$ cat src/rtl/dts_pkg.sv
// Package for the deadline task scheduler: sizes, operation/result/slot codes,
// controller states and the count saturation helper.
// No dependencies.
package dts_pkg;

  // Number of task slots
  localparam int NUM_TASKS = 8;
  localparam int ID_W      = $clog2(NUM_TASKS);
  localparam int CNT_W     = $clog2(NUM_TASKS + 1);

  // Fixed field widths
  localparam int OP_W      = 2;
  localparam int TID_W     = 3;
  localparam int TIME_W    = 32;
  localparam int KIND_W    = 2;
  localparam int PRIO_W    = 3;
  localparam int CNT_OUT_W = 4;
  localparam int CNT_SAT   = 15;

  typedef enum logic [OP_W-1:0] {
    OP_RELEASE  = 2'd0,
    OP_COMPLETE = 2'd1,
    OP_QUERY    = 2'd2,
    OP_RSVD     = 2'd3
  } op_e;

  typedef enum logic [KIND_W-1:0] {
    KIND_PRIO   = 2'd0,
    KIND_DONE   = 2'd1,
    KIND_COUNTS = 2'd2,
    KIND_IGNORE = 2'd3
  } kind_e;

  typedef enum logic [1:0] {
    SLOT_IDLE   = 2'd0,
    SLOT_ACTIVE = 2'd1,
    SLOT_ONTIME = 2'd2,
    SLOT_LATE   = 2'd3
  } slot_e;

  typedef enum logic [2:0] {
    ST_IDLE,
    ST_CMP,
    ST_RESP,
    ST_SCAN,
    ST_EMIT
  } state_e;

  // Clamp a slot count to the 4-bit output field
  function automatic logic [CNT_OUT_W-1:0] sat_count(logic [CNT_W-1:0] c);
    logic [CNT_W+CNT_OUT_W-1:0] w;
    w = {{CNT_OUT_W{1'b0}}, c};
    return (w > (CNT_W+CNT_OUT_W)'(CNT_SAT)) ? CNT_OUT_W'(CNT_SAT) : w[CNT_OUT_W-1:0];
  endfunction

endpackage

$ cat src/rtl/dts_req_if.sv
// Request channel of the deadline task scheduler: valid/ready plus request fields.
// Depends on dts_pkg.
interface dts_req_if;
  logic                          valid;
  logic                          ready;
  logic [dts_pkg::OP_W-1:0]      operation;
  logic [dts_pkg::TID_W-1:0]     task_id;
  logic [dts_pkg::TIME_W-1:0]    event_time;
  logic [dts_pkg::TIME_W-1:0]    relative_deadline;

  modport source (
    output valid, operation, task_id, event_time, relative_deadline,
    input  ready
  );
  modport sink (
    input  valid, operation, task_id, event_time, relative_deadline,
    output ready
  );
endinterface

$ cat src/rtl/dts_rsp_if.sv
// Result channel of the deadline task scheduler: valid/ready plus result fields.
// Depends on dts_pkg.
interface dts_rsp_if;
  logic                             valid;
  logic                             ready;
  logic [dts_pkg::KIND_W-1:0]       kind;
  logic [dts_pkg::TID_W-1:0]        entry_task;
  logic [dts_pkg::PRIO_W-1:0]       priority_res;
  logic                             late;
  logic [dts_pkg::CNT_OUT_W-1:0]    busy_count;
  logic [dts_pkg::CNT_OUT_W-1:0]    missed_count;
  logic [dts_pkg::CNT_OUT_W-1:0]    done_count;
  logic                             last;

  modport source (
    output valid, kind, entry_task, priority_res, late,
           busy_count, missed_count, done_count, last,
    input  ready
  );
  modport sink (
    input  valid, kind, entry_task, priority_res, late,
           busy_count, missed_count, done_count, last,
    output ready
  );
endinterface

$ cat src/rtl/dts_ram.sv
// Generic simple dual-port RAM: one write port, one read port, registered read.
// No dependencies.
module dts_ram #(
  parameter  int Width = 32,
  parameter  int Depth = 8,
  localparam int AddrW = $clog2(Depth)
) (
  input  logic             clk_i,
  input  logic             we_i,
  input  logic [AddrW-1:0] waddr_i,
  input  logic [Width-1:0] wdata_i,
  input  logic [AddrW-1:0] raddr_i,
  output logic [Width-1:0] rdata_o
);

  logic [Width-1:0] mem_q [Depth];

  always_ff @(posedge clk_i) begin
    if (we_i) begin
      mem_q[waddr_i] <= wdata_i;
    end
    rdata_o <= mem_q[raddr_i];
  end

endmodule

$ cat src/rtl/deadline_task_scheduler.sv
// Deadline task scheduler: earliest-deadline-first slot table, deadlines in a RAM.
// Query or ignored request: the result is loaded from the response state, then the
// next request is taken. Completion: a deadline RAM read and the compare come first.
// Release with n active tasks: one selection pass over all NUM_TASKS slots per result;
// next request is taken after the last result. A stalled output holds the pass.
// Reset clears slot states, counters and control; deadline RAM is not cleared.
module deadline_task_scheduler (
  input logic      clk_i,
  input logic      rst_ni,
  dts_req_if.sink  req_i,
  dts_rsp_if.source rsp_o
);

  localparam int NTasks = dts_pkg::NUM_TASKS;
  localparam int IdW    = dts_pkg::ID_W;
  localparam int CntW   = dts_pkg::CNT_W;
  localparam int TimeW  = dts_pkg::TIME_W;
  localparam int TidW   = dts_pkg::TID_W;
  localparam int PrioW  = dts_pkg::PRIO_W;
  localparam int OutW   = dts_pkg::CNT_OUT_W;
  localparam int SumW   = CntW + 2;
  localparam logic [IdW-1:0] LastSlot = IdW'(NTasks - 1);

  dts_pkg::state_e state_q, state_d;
  dts_pkg::slot_e  status_q [NTasks];
  dts_pkg::slot_e  status_d [NTasks];

  logic [CntW-1:0]   act_q, act_d, ovd_q, ovd_d, ontime_q, ontime_d;
  logic [NTasks-1:0] pending_q, pending_d;

  // Latched request
  logic [TidW-1:0]   tid_q, tid_d;
  logic [IdW-1:0]    slot_q, slot_d;
  logic [TimeW-1:0]  time_q, time_d;
  dts_pkg::kind_e    kind_q, kind_d;
  logic              late_flag_q, late_flag_d;

  // Selection pass
  logic [IdW-1:0]    addr_q, addr_d;
  logic              iss_done_q, iss_done_d;
  logic              rd_vld_q, rd_vld_d;
  logic [IdW-1:0]    rd_idx_q, rd_idx_d;
  logic              have_q, have_d;
  logic [IdW-1:0]    best_q, best_d;
  logic [TimeW-1:0]  best_dl_q, best_dl_d;
  logic [IdW-1:0]    rank_q, rank_d;

  // Output register
  logic              rsp_vld_q, rsp_vld_d;
  logic              rsp_load;
  dts_pkg::kind_e    rsp_kind_q, rsp_kind_d;
  logic [TidW-1:0]   rsp_task_q, rsp_task_d;
  logic [PrioW-1:0]  rsp_prio_q, rsp_prio_d;
  logic              rsp_late_q, rsp_late_d;
  logic              rsp_last_q, rsp_last_d;
  logic [OutW-1:0]   rsp_act_q, rsp_ovd_q, rsp_done_q;

  // RAM ports
  logic              ram_we;
  logic [IdW-1:0]    ram_raddr;
  logic [TimeW-1:0]  ram_wdata, ram_rdata;

  // Request decode
  logic              req_fire, id_ok, rel_go, cmp_go, out_free, last_rank, cand, is_late;
  logic [IdW-1:0]    in_slot;
  dts_pkg::slot_e    cur_st;

  assign req_fire  = req_i.valid && req_i.ready;
  assign in_slot   = IdW'(req_i.task_id);
  assign id_ok     = 32'(req_i.task_id) < 32'(NTasks);
  assign cur_st    = status_q[in_slot];
  assign rel_go    = (req_i.operation == dts_pkg::OP_RELEASE) && id_ok &&
                     (cur_st != dts_pkg::SLOT_ACTIVE);
  assign cmp_go    = (req_i.operation == dts_pkg::OP_COMPLETE) && id_ok &&
                     (cur_st == dts_pkg::SLOT_ACTIVE);
  assign out_free  = !rsp_vld_q || rsp_o.ready;
  assign last_rank = (CntW'(rank_q) + CntW'(1)) == act_q;
  assign cand      = rd_vld_q && pending_q[rd_idx_q] && (!have_q || (ram_rdata < best_dl_q));
  assign is_late   = time_q > ram_rdata;

  assign ram_wdata = req_i.event_time + req_i.relative_deadline;
  assign ram_raddr = (state_q == dts_pkg::ST_SCAN) ? addr_q : in_slot;

  // Deadline store
  dts_ram #(
    .Width (TimeW),
    .Depth (NTasks)
  ) u_deadline_ram (
    .clk_i   (clk_i),
    .we_i    (ram_we),
    .waddr_i (in_slot),
    .wdata_i (ram_wdata),
    .raddr_i (ram_raddr),
    .rdata_o (ram_rdata)
  );

  // Next state
  always_comb begin
    state_d = state_q;
    unique case (state_q)
      dts_pkg::ST_IDLE: begin
        if (req_fire) begin
          if (rel_go) begin
            state_d = dts_pkg::ST_SCAN;
          end else if (cmp_go) begin
            state_d = dts_pkg::ST_CMP;
          end else begin
            state_d = dts_pkg::ST_RESP;
          end
        end
      end
      dts_pkg::ST_CMP:  state_d = dts_pkg::ST_RESP;
      dts_pkg::ST_RESP: begin
        if (out_free) state_d = dts_pkg::ST_IDLE;
      end
      dts_pkg::ST_SCAN: begin
        if (rd_vld_q && (rd_idx_q == LastSlot)) state_d = dts_pkg::ST_EMIT;
      end
      dts_pkg::ST_EMIT: begin
        if (out_free) state_d = last_rank ? dts_pkg::ST_IDLE : dts_pkg::ST_SCAN;
      end
      default: state_d = dts_pkg::ST_IDLE;
    endcase
  end

  // Datapath and outputs
  always_comb begin
    status_d    = status_q;
    act_d       = act_q;
    ovd_d       = ovd_q;
    ontime_d    = ontime_q;
    pending_d   = pending_q;
    tid_d       = tid_q;
    slot_d      = slot_q;
    time_d      = time_q;
    kind_d      = kind_q;
    late_flag_d = late_flag_q;
    addr_d      = addr_q;
    iss_done_d  = iss_done_q;
    rd_vld_d    = 1'b0;
    rd_idx_d    = rd_idx_q;
    have_d      = have_q;
    best_d      = best_q;
    best_dl_d   = best_dl_q;
    rank_d      = rank_q;
    ram_we      = 1'b0;
    rsp_load    = 1'b0;
    rsp_kind_d  = rsp_kind_q;
    rsp_task_d  = rsp_task_q;
    rsp_prio_d  = rsp_prio_q;
    rsp_late_d  = rsp_late_q;
    rsp_last_d  = rsp_last_q;

    unique case (state_q)
      dts_pkg::ST_IDLE: begin
        if (req_fire) begin
          tid_d       = req_i.task_id;
          slot_d      = in_slot;
          time_d      = req_i.event_time;
          late_flag_d = 1'b0;
          kind_d      = dts_pkg::KIND_IGNORE;
          if (req_i.operation == dts_pkg::OP_QUERY) begin
            kind_d = dts_pkg::KIND_COUNTS;
            tid_d  = '0;
          end
          if (rel_go) begin
            // New deadline in, slot becomes active, snapshot active set
            ram_we            = 1'b1;
            status_d[in_slot] = dts_pkg::SLOT_ACTIVE;
            act_d             = act_q + CntW'(1);
            if (cur_st == dts_pkg::SLOT_ONTIME) ontime_d = ontime_q - CntW'(1);
            if (cur_st == dts_pkg::SLOT_LATE)   ovd_d    = ovd_q - CntW'(1);
            for (int i = 0; i < NTasks; i++) begin
              pending_d[i] = (status_q[i] == dts_pkg::SLOT_ACTIVE) || (IdW'(i) == in_slot);
            end
            rank_d     = '0;
            addr_d     = '0;
            iss_done_d = 1'b0;
            have_d     = 1'b0;
          end
        end
      end
      dts_pkg::ST_CMP: begin
        // Deadline read data valid: mark done on time or late
        status_d[slot_q] = is_late ? dts_pkg::SLOT_LATE : dts_pkg::SLOT_ONTIME;
        act_d            = act_q - CntW'(1);
        if (is_late) ovd_d = ovd_q + CntW'(1);
        else         ontime_d = ontime_q + CntW'(1);
        kind_d      = dts_pkg::KIND_DONE;
        late_flag_d = is_late;
      end
      dts_pkg::ST_RESP: begin
        if (out_free) begin
          rsp_load   = 1'b1;
          rsp_kind_d = kind_q;
          rsp_task_d = tid_q;
          rsp_prio_d = '0;
          rsp_late_d = late_flag_q;
          rsp_last_d = 1'b1;
        end
      end
      dts_pkg::ST_SCAN: begin
        // Issue one read per cycle, compare its data in the following cycle
        if (!iss_done_q) begin
          addr_d     = addr_q + IdW'(1);
          iss_done_d = (addr_q == LastSlot);
          rd_vld_d   = 1'b1;
          rd_idx_d   = addr_q;
        end
        if (cand) begin
          have_d    = 1'b1;
          best_d    = rd_idx_q;
          best_dl_d = ram_rdata;
        end
      end
      dts_pkg::ST_EMIT: begin
        if (out_free) begin
          rsp_load          = 1'b1;
          rsp_kind_d        = dts_pkg::KIND_PRIO;
          rsp_task_d        = TidW'(best_q);
          rsp_prio_d        = PrioW'(LastSlot - rank_q);
          rsp_late_d        = 1'b0;
          rsp_last_d        = last_rank;
          pending_d[best_q] = 1'b0;
          rank_d            = rank_q + IdW'(1);
          addr_d            = '0;
          iss_done_d        = 1'b0;
          have_d            = 1'b0;
        end
      end
      default: ;
    endcase
  end

  assign rsp_vld_d = rsp_load ? 1'b1 : (rsp_o.ready ? 1'b0 : rsp_vld_q);

  // Control registers
  always_ff @(posedge clk_i or negedge rst_ni) begin
    if (!rst_ni) begin
      state_q    <= dts_pkg::ST_IDLE;
      for (int i = 0; i < NTasks; i++) begin
        status_q[i] <= dts_pkg::SLOT_IDLE;
      end
      act_q      <= '0;
      ovd_q      <= '0;
      ontime_q   <= '0;
      pending_q  <= '0;
      iss_done_q <= 1'b0;
      rd_vld_q   <= 1'b0;
      have_q     <= 1'b0;
      rank_q     <= '0;
      rsp_vld_q  <= 1'b0;
    end else begin
      state_q    <= state_d;
      status_q   <= status_d;
      act_q      <= act_d;
      ovd_q      <= ovd_d;
      ontime_q   <= ontime_d;
      pending_q  <= pending_d;
      iss_done_q <= iss_done_d;
      rd_vld_q   <= rd_vld_d;
      have_q     <= have_d;
      rank_q     <= rank_d;
      rsp_vld_q  <= rsp_vld_d;
    end
  end

  // Payload registers
  always_ff @(posedge clk_i) begin
    tid_q       <= tid_d;
    slot_q      <= slot_d;
    time_q      <= time_d;
    kind_q      <= kind_d;
    late_flag_q <= late_flag_d;
    addr_q      <= addr_d;
    rd_idx_q    <= rd_idx_d;
    best_q      <= best_d;
    best_dl_q   <= best_dl_d;
    rsp_kind_q  <= rsp_kind_d;
    rsp_task_q  <= rsp_task_d;
    rsp_prio_q  <= rsp_prio_d;
    rsp_late_q  <= rsp_late_d;
    rsp_last_q  <= rsp_last_d;
    if (rsp_load) begin
      rsp_act_q  <= dts_pkg::sat_count(act_q);
      rsp_ovd_q  <= dts_pkg::sat_count(ovd_q);
      rsp_done_q <= dts_pkg::sat_count(ontime_q);
    end
  end

  // Ports
  assign req_i.ready         = (state_q == dts_pkg::ST_IDLE);
  assign rsp_o.valid         = rsp_vld_q;
  assign rsp_o.kind          = rsp_kind_q;
  assign rsp_o.entry_task    = rsp_task_q;
  assign rsp_o.priority_res  = rsp_prio_q;
  assign rsp_o.late          = rsp_late_q;
  assign rsp_o.busy_count    = rsp_act_q;
  assign rsp_o.missed_count  = rsp_ovd_q;
  assign rsp_o.done_count    = rsp_done_q;
  assign rsp_o.last          = rsp_last_q;

  // Assertions
  a_cnt_sum: assert property (@(posedge clk_i) disable iff (!rst_ni)
    (SumW'(act_q) + SumW'(ovd_q) + SumW'(ontime_q)) <= SumW'(NTasks))
    else $error("slot counters exceed slot count");

  a_pass_has_active: assert property (@(posedge clk_i) disable iff (!rst_ni)
    (state_q == dts_pkg::ST_SCAN || state_q == dts_pkg::ST_EMIT) |-> (act_q != '0))
    else $error("selection pass with no active task");

  a_emit_has_winner: assert property (@(posedge clk_i) disable iff (!rst_ni)
    (state_q == dts_pkg::ST_EMIT) |-> have_q)
    else $error("selection pass ended without a winner");

  a_load_free: assert property (@(posedge clk_i) disable iff (!rst_ni)
    rsp_load |-> (!rsp_vld_q || rsp_o.ready))
    else $error("result register overwritten before transfer");

endmodule
$ cat src/flat_wrapper.sv
// flat-port wrapper written by rule: the top's interface ports become plain ports
module deadline_task_scheduler_flat 
  (clk_i, rst_ni, req_i_valid, req_i_operation, req_i_task_id, req_i_event_time, req_i_relative_deadline, req_i_ready, rsp_o_valid, rsp_o_kind, rsp_o_entry_task, rsp_o_priority_res, rsp_o_late, rsp_o_busy_count, rsp_o_missed_count, rsp_o_done_count, rsp_o_last, rsp_o_ready);
  dts_req_if req_i_i ();
  dts_rsp_if rsp_o_i ();
  input logic clk_i;
  input logic rst_ni;
  input wire logic [$bits(req_i_i.valid)-1:0] req_i_valid;
  input wire logic [$bits(req_i_i.operation)-1:0] req_i_operation;
  input wire logic [$bits(req_i_i.task_id)-1:0] req_i_task_id;
  input wire logic [$bits(req_i_i.event_time)-1:0] req_i_event_time;
  input wire logic [$bits(req_i_i.relative_deadline)-1:0] req_i_relative_deadline;
  output wire logic [$bits(req_i_i.ready)-1:0] req_i_ready;
  output wire logic [$bits(rsp_o_i.valid)-1:0] rsp_o_valid;
  output wire logic [$bits(rsp_o_i.kind)-1:0] rsp_o_kind;
  output wire logic [$bits(rsp_o_i.entry_task)-1:0] rsp_o_entry_task;
  output wire logic [$bits(rsp_o_i.priority_res)-1:0] rsp_o_priority_res;
  output wire logic [$bits(rsp_o_i.late)-1:0] rsp_o_late;
  output wire logic [$bits(rsp_o_i.busy_count)-1:0] rsp_o_busy_count;
  output wire logic [$bits(rsp_o_i.missed_count)-1:0] rsp_o_missed_count;
  output wire logic [$bits(rsp_o_i.done_count)-1:0] rsp_o_done_count;
  output wire logic [$bits(rsp_o_i.last)-1:0] rsp_o_last;
  input wire logic [$bits(rsp_o_i.ready)-1:0] rsp_o_ready;
  assign req_i_i.valid = req_i_valid;
  assign req_i_i.operation = req_i_operation;
  assign req_i_i.task_id = req_i_task_id;
  assign req_i_i.event_time = req_i_event_time;
  assign req_i_i.relative_deadline = req_i_relative_deadline;
  assign req_i_ready = req_i_i.ready;
  assign rsp_o_valid = rsp_o_i.valid;
  assign rsp_o_kind = rsp_o_i.kind;
  assign rsp_o_entry_task = rsp_o_i.entry_task;
  assign rsp_o_priority_res = rsp_o_i.priority_res;
  assign rsp_o_late = rsp_o_i.late;
  assign rsp_o_busy_count = rsp_o_i.busy_count;
  assign rsp_o_missed_count = rsp_o_i.missed_count;
  assign rsp_o_done_count = rsp_o_i.done_count;
  assign rsp_o_last = rsp_o_i.last;
  assign rsp_o_i.ready = rsp_o_ready;
  deadline_task_scheduler u_core (.clk_i(clk_i), .rst_ni(rst_ni), .req_i(req_i_i), .rsp_o(rsp_o_i));
endmodule
$ cat config.mk
export PLATFORM = sky130hd
export DESIGN_NAME = deadline_task_scheduler_flat
export DESIGN_NICKNAME = d
export VERILOG_FILES = /design/src/rtl/dts_pkg.sv /design/src/rtl/dts_req_if.sv /design/src/rtl/dts_rsp_if.sv /design/src/rtl/dts_ram.sv /design/src/rtl/deadline_task_scheduler.sv /design/src/flat_wrapper.sv
export SDC_FILE = /design/constraint.sdc
export NUM_CORES = 1
export LEC_CHECK = 0
export BUFFER_PORTS_ARGS = -buffer_cell sky130_fd_sc_hd__buf_4
export CAP_MARGIN = 20
export CORE_UTILIZATION = 40
export DETAILED_ROUTE_END_ITERATION = 12
export GPL_TIMING_DRIVEN = 0
export PLACE_DENSITY = 0.58
export SYNTH_ARGS = -nofsm -noshare
export SYNTH_HDL_FRONTEND = slang
export SYNTH_SLANG_ARGS = --single-unit
$ cat constraint.sdc
create_clock -name clk_i -period 11.65 [get_ports clk_i]
set_clock_uncertainty 0.2 [all_clocks]
set_input_delay 0.5825 -clock clk_i [delete_from_list [all_inputs] [get_ports clk_i]]
set_output_delay 0.5825 -clock clk_i [all_outputs]
set_load 0.005 [all_outputs]
**After elaboration in Yosys (flattened, before gate mapping)**

Memory sizes are Yosys's and may differ from the RTL's. A register that Yosys moved wholly into a read port is not among the register bits.
Cells that the tools add are included.

- Flip-flop bits (word level): 150
- Memory bits (writable): 256
- Bits of input ports: 73
- Output and inout bits: 24
- Logic and storage cells: 230
- Memories kept: 1

Memories:

| memory | words | width | read ports | clocked after Yosys merged registers in | wr ports | RTL line | source |
|---|---|---|---|---|---|---|---|
| u_core.u_deadline_ram.mem_q | 8 | 32 | 1 | 1 | 1 | dts_ram.sv:16 | `logic [Width-1:0] mem_q [Depth];` |

- Add/subtract/negate cells: 11
- $lt $le $gt $ge: 9
- Equal/unequal tests: 39
- Multiplexer cells: 84
- Bitwise operators: 8
- Reductions and logical operators: 43

Operator list:

| operator | number |
|---|---|
| 4-bit 2-to-1 mux | 10 |
| 3-bit 2-to-1 mux | 13 |
| 32-bit adder | 1 |
| 32-bit greater-than comparator | 1 |
| 32-bit < comparator | 1 |
| 16-bit 2-to-1 mux | 2 |
| 16-bit case mux with 2 select lines | 1 |
| 1-bit 2-to-1 mux | 24 |
| 8-bit 2-to-1 mux | 3 |
| 4-bit case mux with 2 select lines | 3 |
| 2-bit by 1-bit equality test with 1-bit output (second input constant) | 10 |
| 5-bit AND reduction | 4 |
| 2-bit 2-to-1 mux | 9 |
| 3-bit case mux with 2 select lines | 3 |
| 8-bit bitwise AND | 2 |
| 16-bit bitwise mux | 1 |
| 8-bit inverter | 2 |
| 8-bit case mux with 2 select lines | 1 |
| 3-bit case mux with 5 select lines | 1 |
| 2-bit inequality test (second input constant) | 7 |
| 4-bit by 1-bit adder with 4-bit output (second input constant) | 3 |
| 2-bit demux with 3-bit select | 2 |
| 3-bit equality test (first input constant) | 4 |
| 4-bit AND reduction | 3 |
| 36 further kinds | 83 |

**Depth between registers and ports, before layout**

- Depth in word-level cells: 11
- Gate-level depth with buffers: 12
- Mapped depth without buffers: 12

**By module**

From an unflattened synthesis, not the netlist that was laid out.

- Cells, all modules: 1310
- Area total of the unflattened synthesis: 19851.5 um^2

By module, submodules not included:

| module | instances | cells each | area each (um^2) | seq. area each (um^2) |
|---|---|---|---|---|
| dts_ram | 1 | 415 | 10466.3 | 8328.0 |
| deadline_task_scheduler | 1 | 895 | 9385.3 | 4274.1 |

**Least setup slack after synthesis**

No wires, ideal clock.

- Path kind: reg-to-reg
- Start point: reg u_core.state_q[1]
- End point: mem u_core.u_deadline_ram.mem_q[5][0], enable pin
- Library setup time: 0.461 ns
- Data arrival time: 4.551 ns
- Data required time: 10.989 ns
- Slack: 6.438 ns
- Cell stages (with the launch flop): 8
- Buffers on the path: 2
- Period minus slack after synthesis: 5.212 ns
- Path through: dfrtp_1 > clkbuf_1 > nor3_1 > nand2_1 > inv_1 > nand3_1 > clkbuf_1 > nor3_1

- Cells in the longest elaborated chain, start to end: 6

Ends and longest elaborated chain:

| item | RTL line | source |
|---|---|---|
| start, declared | deadline_task_scheduler.sv:24 | `dts_pkg::state_e state_q, state_d;` |
| start signal, assigned | deadline_task_scheduler.sv:240 | `state_q <= dts_pkg::ST_IDLE;` |
| start signal, assigned | deadline_task_scheduler.sv:254 | `state_q <= state_d;` |
| 3-bit zero test * | deadline_task_scheduler.sv:292 | `assign req_i.ready = (state_q == dts_pkg::ST_IDLE);` |
| via req_i_ready | flat_wrapper.sv:13 | `output wire logic [$bits(req_i_i.ready)-1:0] req_i_ready;` |
| 1-bit logical AND | deadline_task_scheduler.sv:68 | `assign req_fire = req_i.valid && req_i.ready;` |
| 1-bit 2-to-1 mux | deadline_task_scheduler.sv:156 | `if (req_fire) begin` |
| 1-bit 2-to-1 mux * | deadline_task_scheduler.sv:154 | `unique case (state_q)` |
| 1-bit 2-to-1 mux * | dts_ram.sv:19 | `if (we_i) begin` |
| 1-bit 2-to-1 mux (not written as such) * | dts_ram.sv:20 | `mem_q[waddr_i] <= wdata_i;` |
| end, declared | dts_ram.sv:16 |  |

Mark *: on every way through the listed nets, which the timed path passes. The rest lies on a longest branch.

**Worst setup path in the final report**

- Start point: in req_i_event_time[1]
- End point: mem u_core.u_deadline_ram.mem_q[0][31] (data pin)

- Cells in the longest elaborated chain, start to end: 1

Ends and longest elaborated chain:

| item | RTL line | source |
|---|---|---|
| start, declared | flat_wrapper.sv:11 | `input wire logic [$bits(req_i_i.event_time)-1:0] req_i_event_time;` |
| 32-bit adder | deadline_task_scheduler.sv:81 | `assign ram_wdata = req_i.event_time + req_i.relative_deadline;` |
| via u_core.ram_wdata[31] | deadline_task_scheduler.sv:61 | `logic [TimeW-1:0] ram_wdata, ram_rdata;` |

The timed path passes the listed nets, and every way through them passes these cells.

==> flow_summary.yaml <==
sta:
  fmax_mhz: 215.0
  rsz0062_at_grt: "no"
  setup_viol: 0
  period_share_pct: 39.93
  setup_tns_ns: 0
  relSlewSlack_pct: 34.51
  max_slew.worst_pin.slew_ns: 0.9720
  final_hold_viol_count: 0
  min_period_ns: 4.652
  drv_slew: 0
global_routing:
  antenna_found_initial: 0
  grt_max_degree: 47
  grt_pass1_vias: 13153
  grt_pass1_wl_um: 74330
  grt_overflow_total: 0
  gr-usage-all-layers_pct: 19.25
floorplan:
  die_w_um: 224.9
  die_y_um: 224.9
  dieArea_um2: 50590
  core.rowCount: 81
  boundaryPins: 97
  initial_utilization_pct: 40.61
  coreArea_um2: 48950
setup_path:
  critPathTopFamily: "compound AO/OA/AOI/OAI gates"
  regToRegEndpoint: "u_core.ovd_q[2]"
  critPathCapture: "u_core.u_deadline_ram.mem_q[0][31]"
  crit_path_start: "req_i_event_time[1]"
  path_buf_inv: 2
  critPathMaxFanout: 8
  cp.arrival_ns: 4.71
  slowest_delay_ns: 0.67
  cp.required_ns: 11.70
  slowest_stage: "xnor2_1"
  r2r-start: "u_core.u_deadline_ram.rdata_o[31]"
  worstPathCellList: "dlygate4sd3_1 -> buf_4 -> ha_1 -> a211oi_1 -> o21bai_1 -> a21oi_1 -> o21ai_0 -> a31o_2 -> a21boi_1 -> o211a_1 -> o31ai_1 -> xnor2_1"
  start_kind: "primary input"
  path_depth: 12
  crit_path_end_kind: "flop"
  ff2ff_path_depth: 11
  crit_type: "primary input to flop"
  r2r_setup_slack_ns: 7.31
synth:
  ys_seq_area_share_pct: 63.40
  synth_fa_ha_area_share_pct: 6.886
  synth-xor-area-share_pct: 2.027
  muxShareOfSynthArea_pct: 1.316
  synthFlopType: "edfxtp_1"
  synth_warnings: 0
  synth.area.top_cells: "edfxtp_1, nand2_1, ha_1"
  synth_top_family_by_area: "simple AND/OR/NAND/NOR gates"
  synth_enable_flop_cells: 360
  synth_top_cell_area_share_pct: 54.38
  synth_compound_area_share_pct: 8.233
  synthArstFlopShare_pct: 10.50
  yosys_register_bits: 438
  yosysUniqueCellTypes: 63
  avgSynthCellArea_um2: 11.67
  syn-num-nets: 1884
  synth-simple-area-share_pct: 14.96
  postSynthCellCount: 1704
  synth_area_leader_cell: "edfxtp_1"
  syn-cell-area_um2: 19880
placement:
  portBuffers: 96
  dp_hpwl_um: 33030
  post_dp_cell_area_um2: 21670
  gp_congestion: 0.8628
layout:
  area_delta_synth_final_pct: 18.38
  finalNetCount: 2075
  final_util_pct: 48.07
  final_area_um2: 23530
  drive_gt1_share_pct: 11.19
  antenna_cells: 0
cts:
  worstSkewPairLatency_ns: 0.57
  clockRootBuffer: "clkbuf_16"
  postCtsSetupRepairBufs: 0
  cts_buffers: 46
  ctsHtreeMaxLevel: 2
  cts.sinks: 438
  cts_buffer_depth: 3
  cts_tree: "yes"
  clk_pin_slew_ns: 0.06
drt:
  viasPerCell: 5.185
  drt-pass1-iter-count: 6
  wl_per_cell_um: 18.46
  vias: 13456
  drc: 0
  drt_wl_total_um: 47920
  antenna_left: 0
  drt_iter0_drc: 981
status:
  status: "completed"
pwr:
  vdd_drop_max_mv: 0.09533
  power_frac_seq_pct: 44.7
  p_sw_mw: 1.360
  combPwrFrac_pct: 23.2
  swShare_pct: 29.85
  clockPowerShare_pct: 32.1
  internal-power_mw: 3.197
  p_leak_nw: 9.305
  power.density_nw_per_um2: 193.7
run:
  drv_cap: 0
hold_path:
  hold_path.class: "primary input to flop"
how the worst min path moves through the flow:
stage | slack (ns) | to | startpoint | cells after the start
global route | 0.11 | u_core.slot_q[2] | req_i_task_id[2] | 1
global placement | 0.26 | u_core.best_dl_q[7] | u_core.u_deadline_ram.rdata_o[7] | 0
floorplan | 0.09 | u_core.act_q[0] | rst_ni | 0
finish | 0.13 | u_core.slot_q[2] | req_i_task_id[2] | 1
CTS | 0.1 | u_core.slot_q[2] | req_i_task_id[2] | 1
detailed placement | 0.25 | u_core.best_dl_q[23] | u_core.u_deadline_ram.rdata_o[23] | 0
sequential cells by signal (all words and copies together) (netlist names), 4 cells and up:
signal,count
u_core.act_q,4
u_core.u_deadline_ram.mem_q,256
u_core.pending_q,8
u_core.rsp_o.missed_count,4
u_core.best_dl_q,32
u_core.u_deadline_ram.rdata_o,32
u_core.ontime_q,4
u_core.status_q,16
u_core.rsp_o.busy_count,4
u_core.rsp_o.done_count,4
u_core.ovd_q,4
u_core.time_q,32
cells in the mapped netlist, types with 4 or more instances:
master / count
edfxtp_1: 360
nand2_1: 355
nand3_1: 176
ha_1: 103
inv_1: 93
o21ai_0: 76
a21oi_1: 75
nor2_1: 58
clkbuf_1: 50
dfrtp_1: 46
a21o_1: 41
dfxtp_1: 32
xnor2_1: 27
xor2_1: 19
buf_1: 14
nand4_1: 14
a31oi_1: 10
and2_1: 10
nor2b_1: 10
nand2b_1: 9
o21a_1: 8
a211oi_1: 7
mux2i_1: 7
nor3_1: 7
mux4_2: 6
nor3b_1: 6
nor4_1: 6
mux2_2: 5
nand2_2: 5
o31a_1: 5
and3_1: 4
fa_1: 4
o22ai_1: 4
or3_1: 4
repair_timing:
item | CTS | global route
hold endpoints to repair | 80 | 0
gates resized for setup | 0 | 0
hold buffers | 35 | 0
setup endpoints to repair | 0 | 0
power by group through the flow:
stage | Sequential [mW] | Clock [mW] | Combinational, mW
after floorplan | 2.04 | 0 | 0.684
after global placement | 2.07 | 0 | 1.01
after detailed placement | 2.07 | 0 | 1.05
after CTS | 2.04 | 1.49 | 1.07
after global routing | 2.06 | 1.54 | 1.19
final | 2.04 | 1.46 | 1.06
per-stage QoR:
stage	hold WS [ns]	instances	total power [mW]	worst slack, ns
floorplan	0.08691	1704	2.722	6.438
CTS	0.09932	2593	4.598	7.049
finish	0.1272	2595	4.558	6.998
detailed placement	0.2522	2474	3.122	6.987
global route	0.1074	2595	4.794	6.750
global placement	0.2631	2464	3.086	3.046
layout make-up:
cell class	instances	area, um2
Clock inverter	21	211.5
Sequential cell	438	12600
Multi-Input combinational cell	1104	6700
Fill cell	4419	25420
Buffer	69	284.0
Clock buffer	63	1286
Tap cell	664	830.8
Timing Repair Buffer	143	1267
Inverter	93	349.1
cells by family after synthesis:
group,count (synthesis)
buf+inv,162
flops,438
compound gates,261
fa+ha+maj,107
xor+xnor,46
mux,18
simple gates,672
layer usage:
layer / part of all wire [%] / GRT usage (%)
met4: 2.5 / 6.364
met1: 44 / 25.41
met3: 4.1 / 2.360
met5: 0 / 0
met2: 49 / 32.84
cells in the final DEF, fill, tap and decap left out, types with 10 or more instances in the layout:
cell type | synthesis | final
edfxtp_1 | 360 | 360
nand2_1 | 355 | 355
nand3_1 | 176 | 176
ha_1 | 103 | 103
buf_4 | 0 | 98
inv_1 | 93 | 90
o21ai_0 | 76 | 76
a21oi_1 | 75 | 75
clkbuf_1 | 50 | 61
nor2_1 | 58 | 56
clkbuf_16 | 0 | 47
dfrtp_1 | 46 | 46
a21o_1 | 41 | 41
dlygate4sd3_1 | 0 | 35
dfxtp_1 | 32 | 32
xnor2_1 | 27 | 27
xor2_1 | 19 | 19
buf_1 | 14 | 14
nand4_1 | 14 | 14
and2_1 | 10 | 10
(Power assumes the default switching activity.)
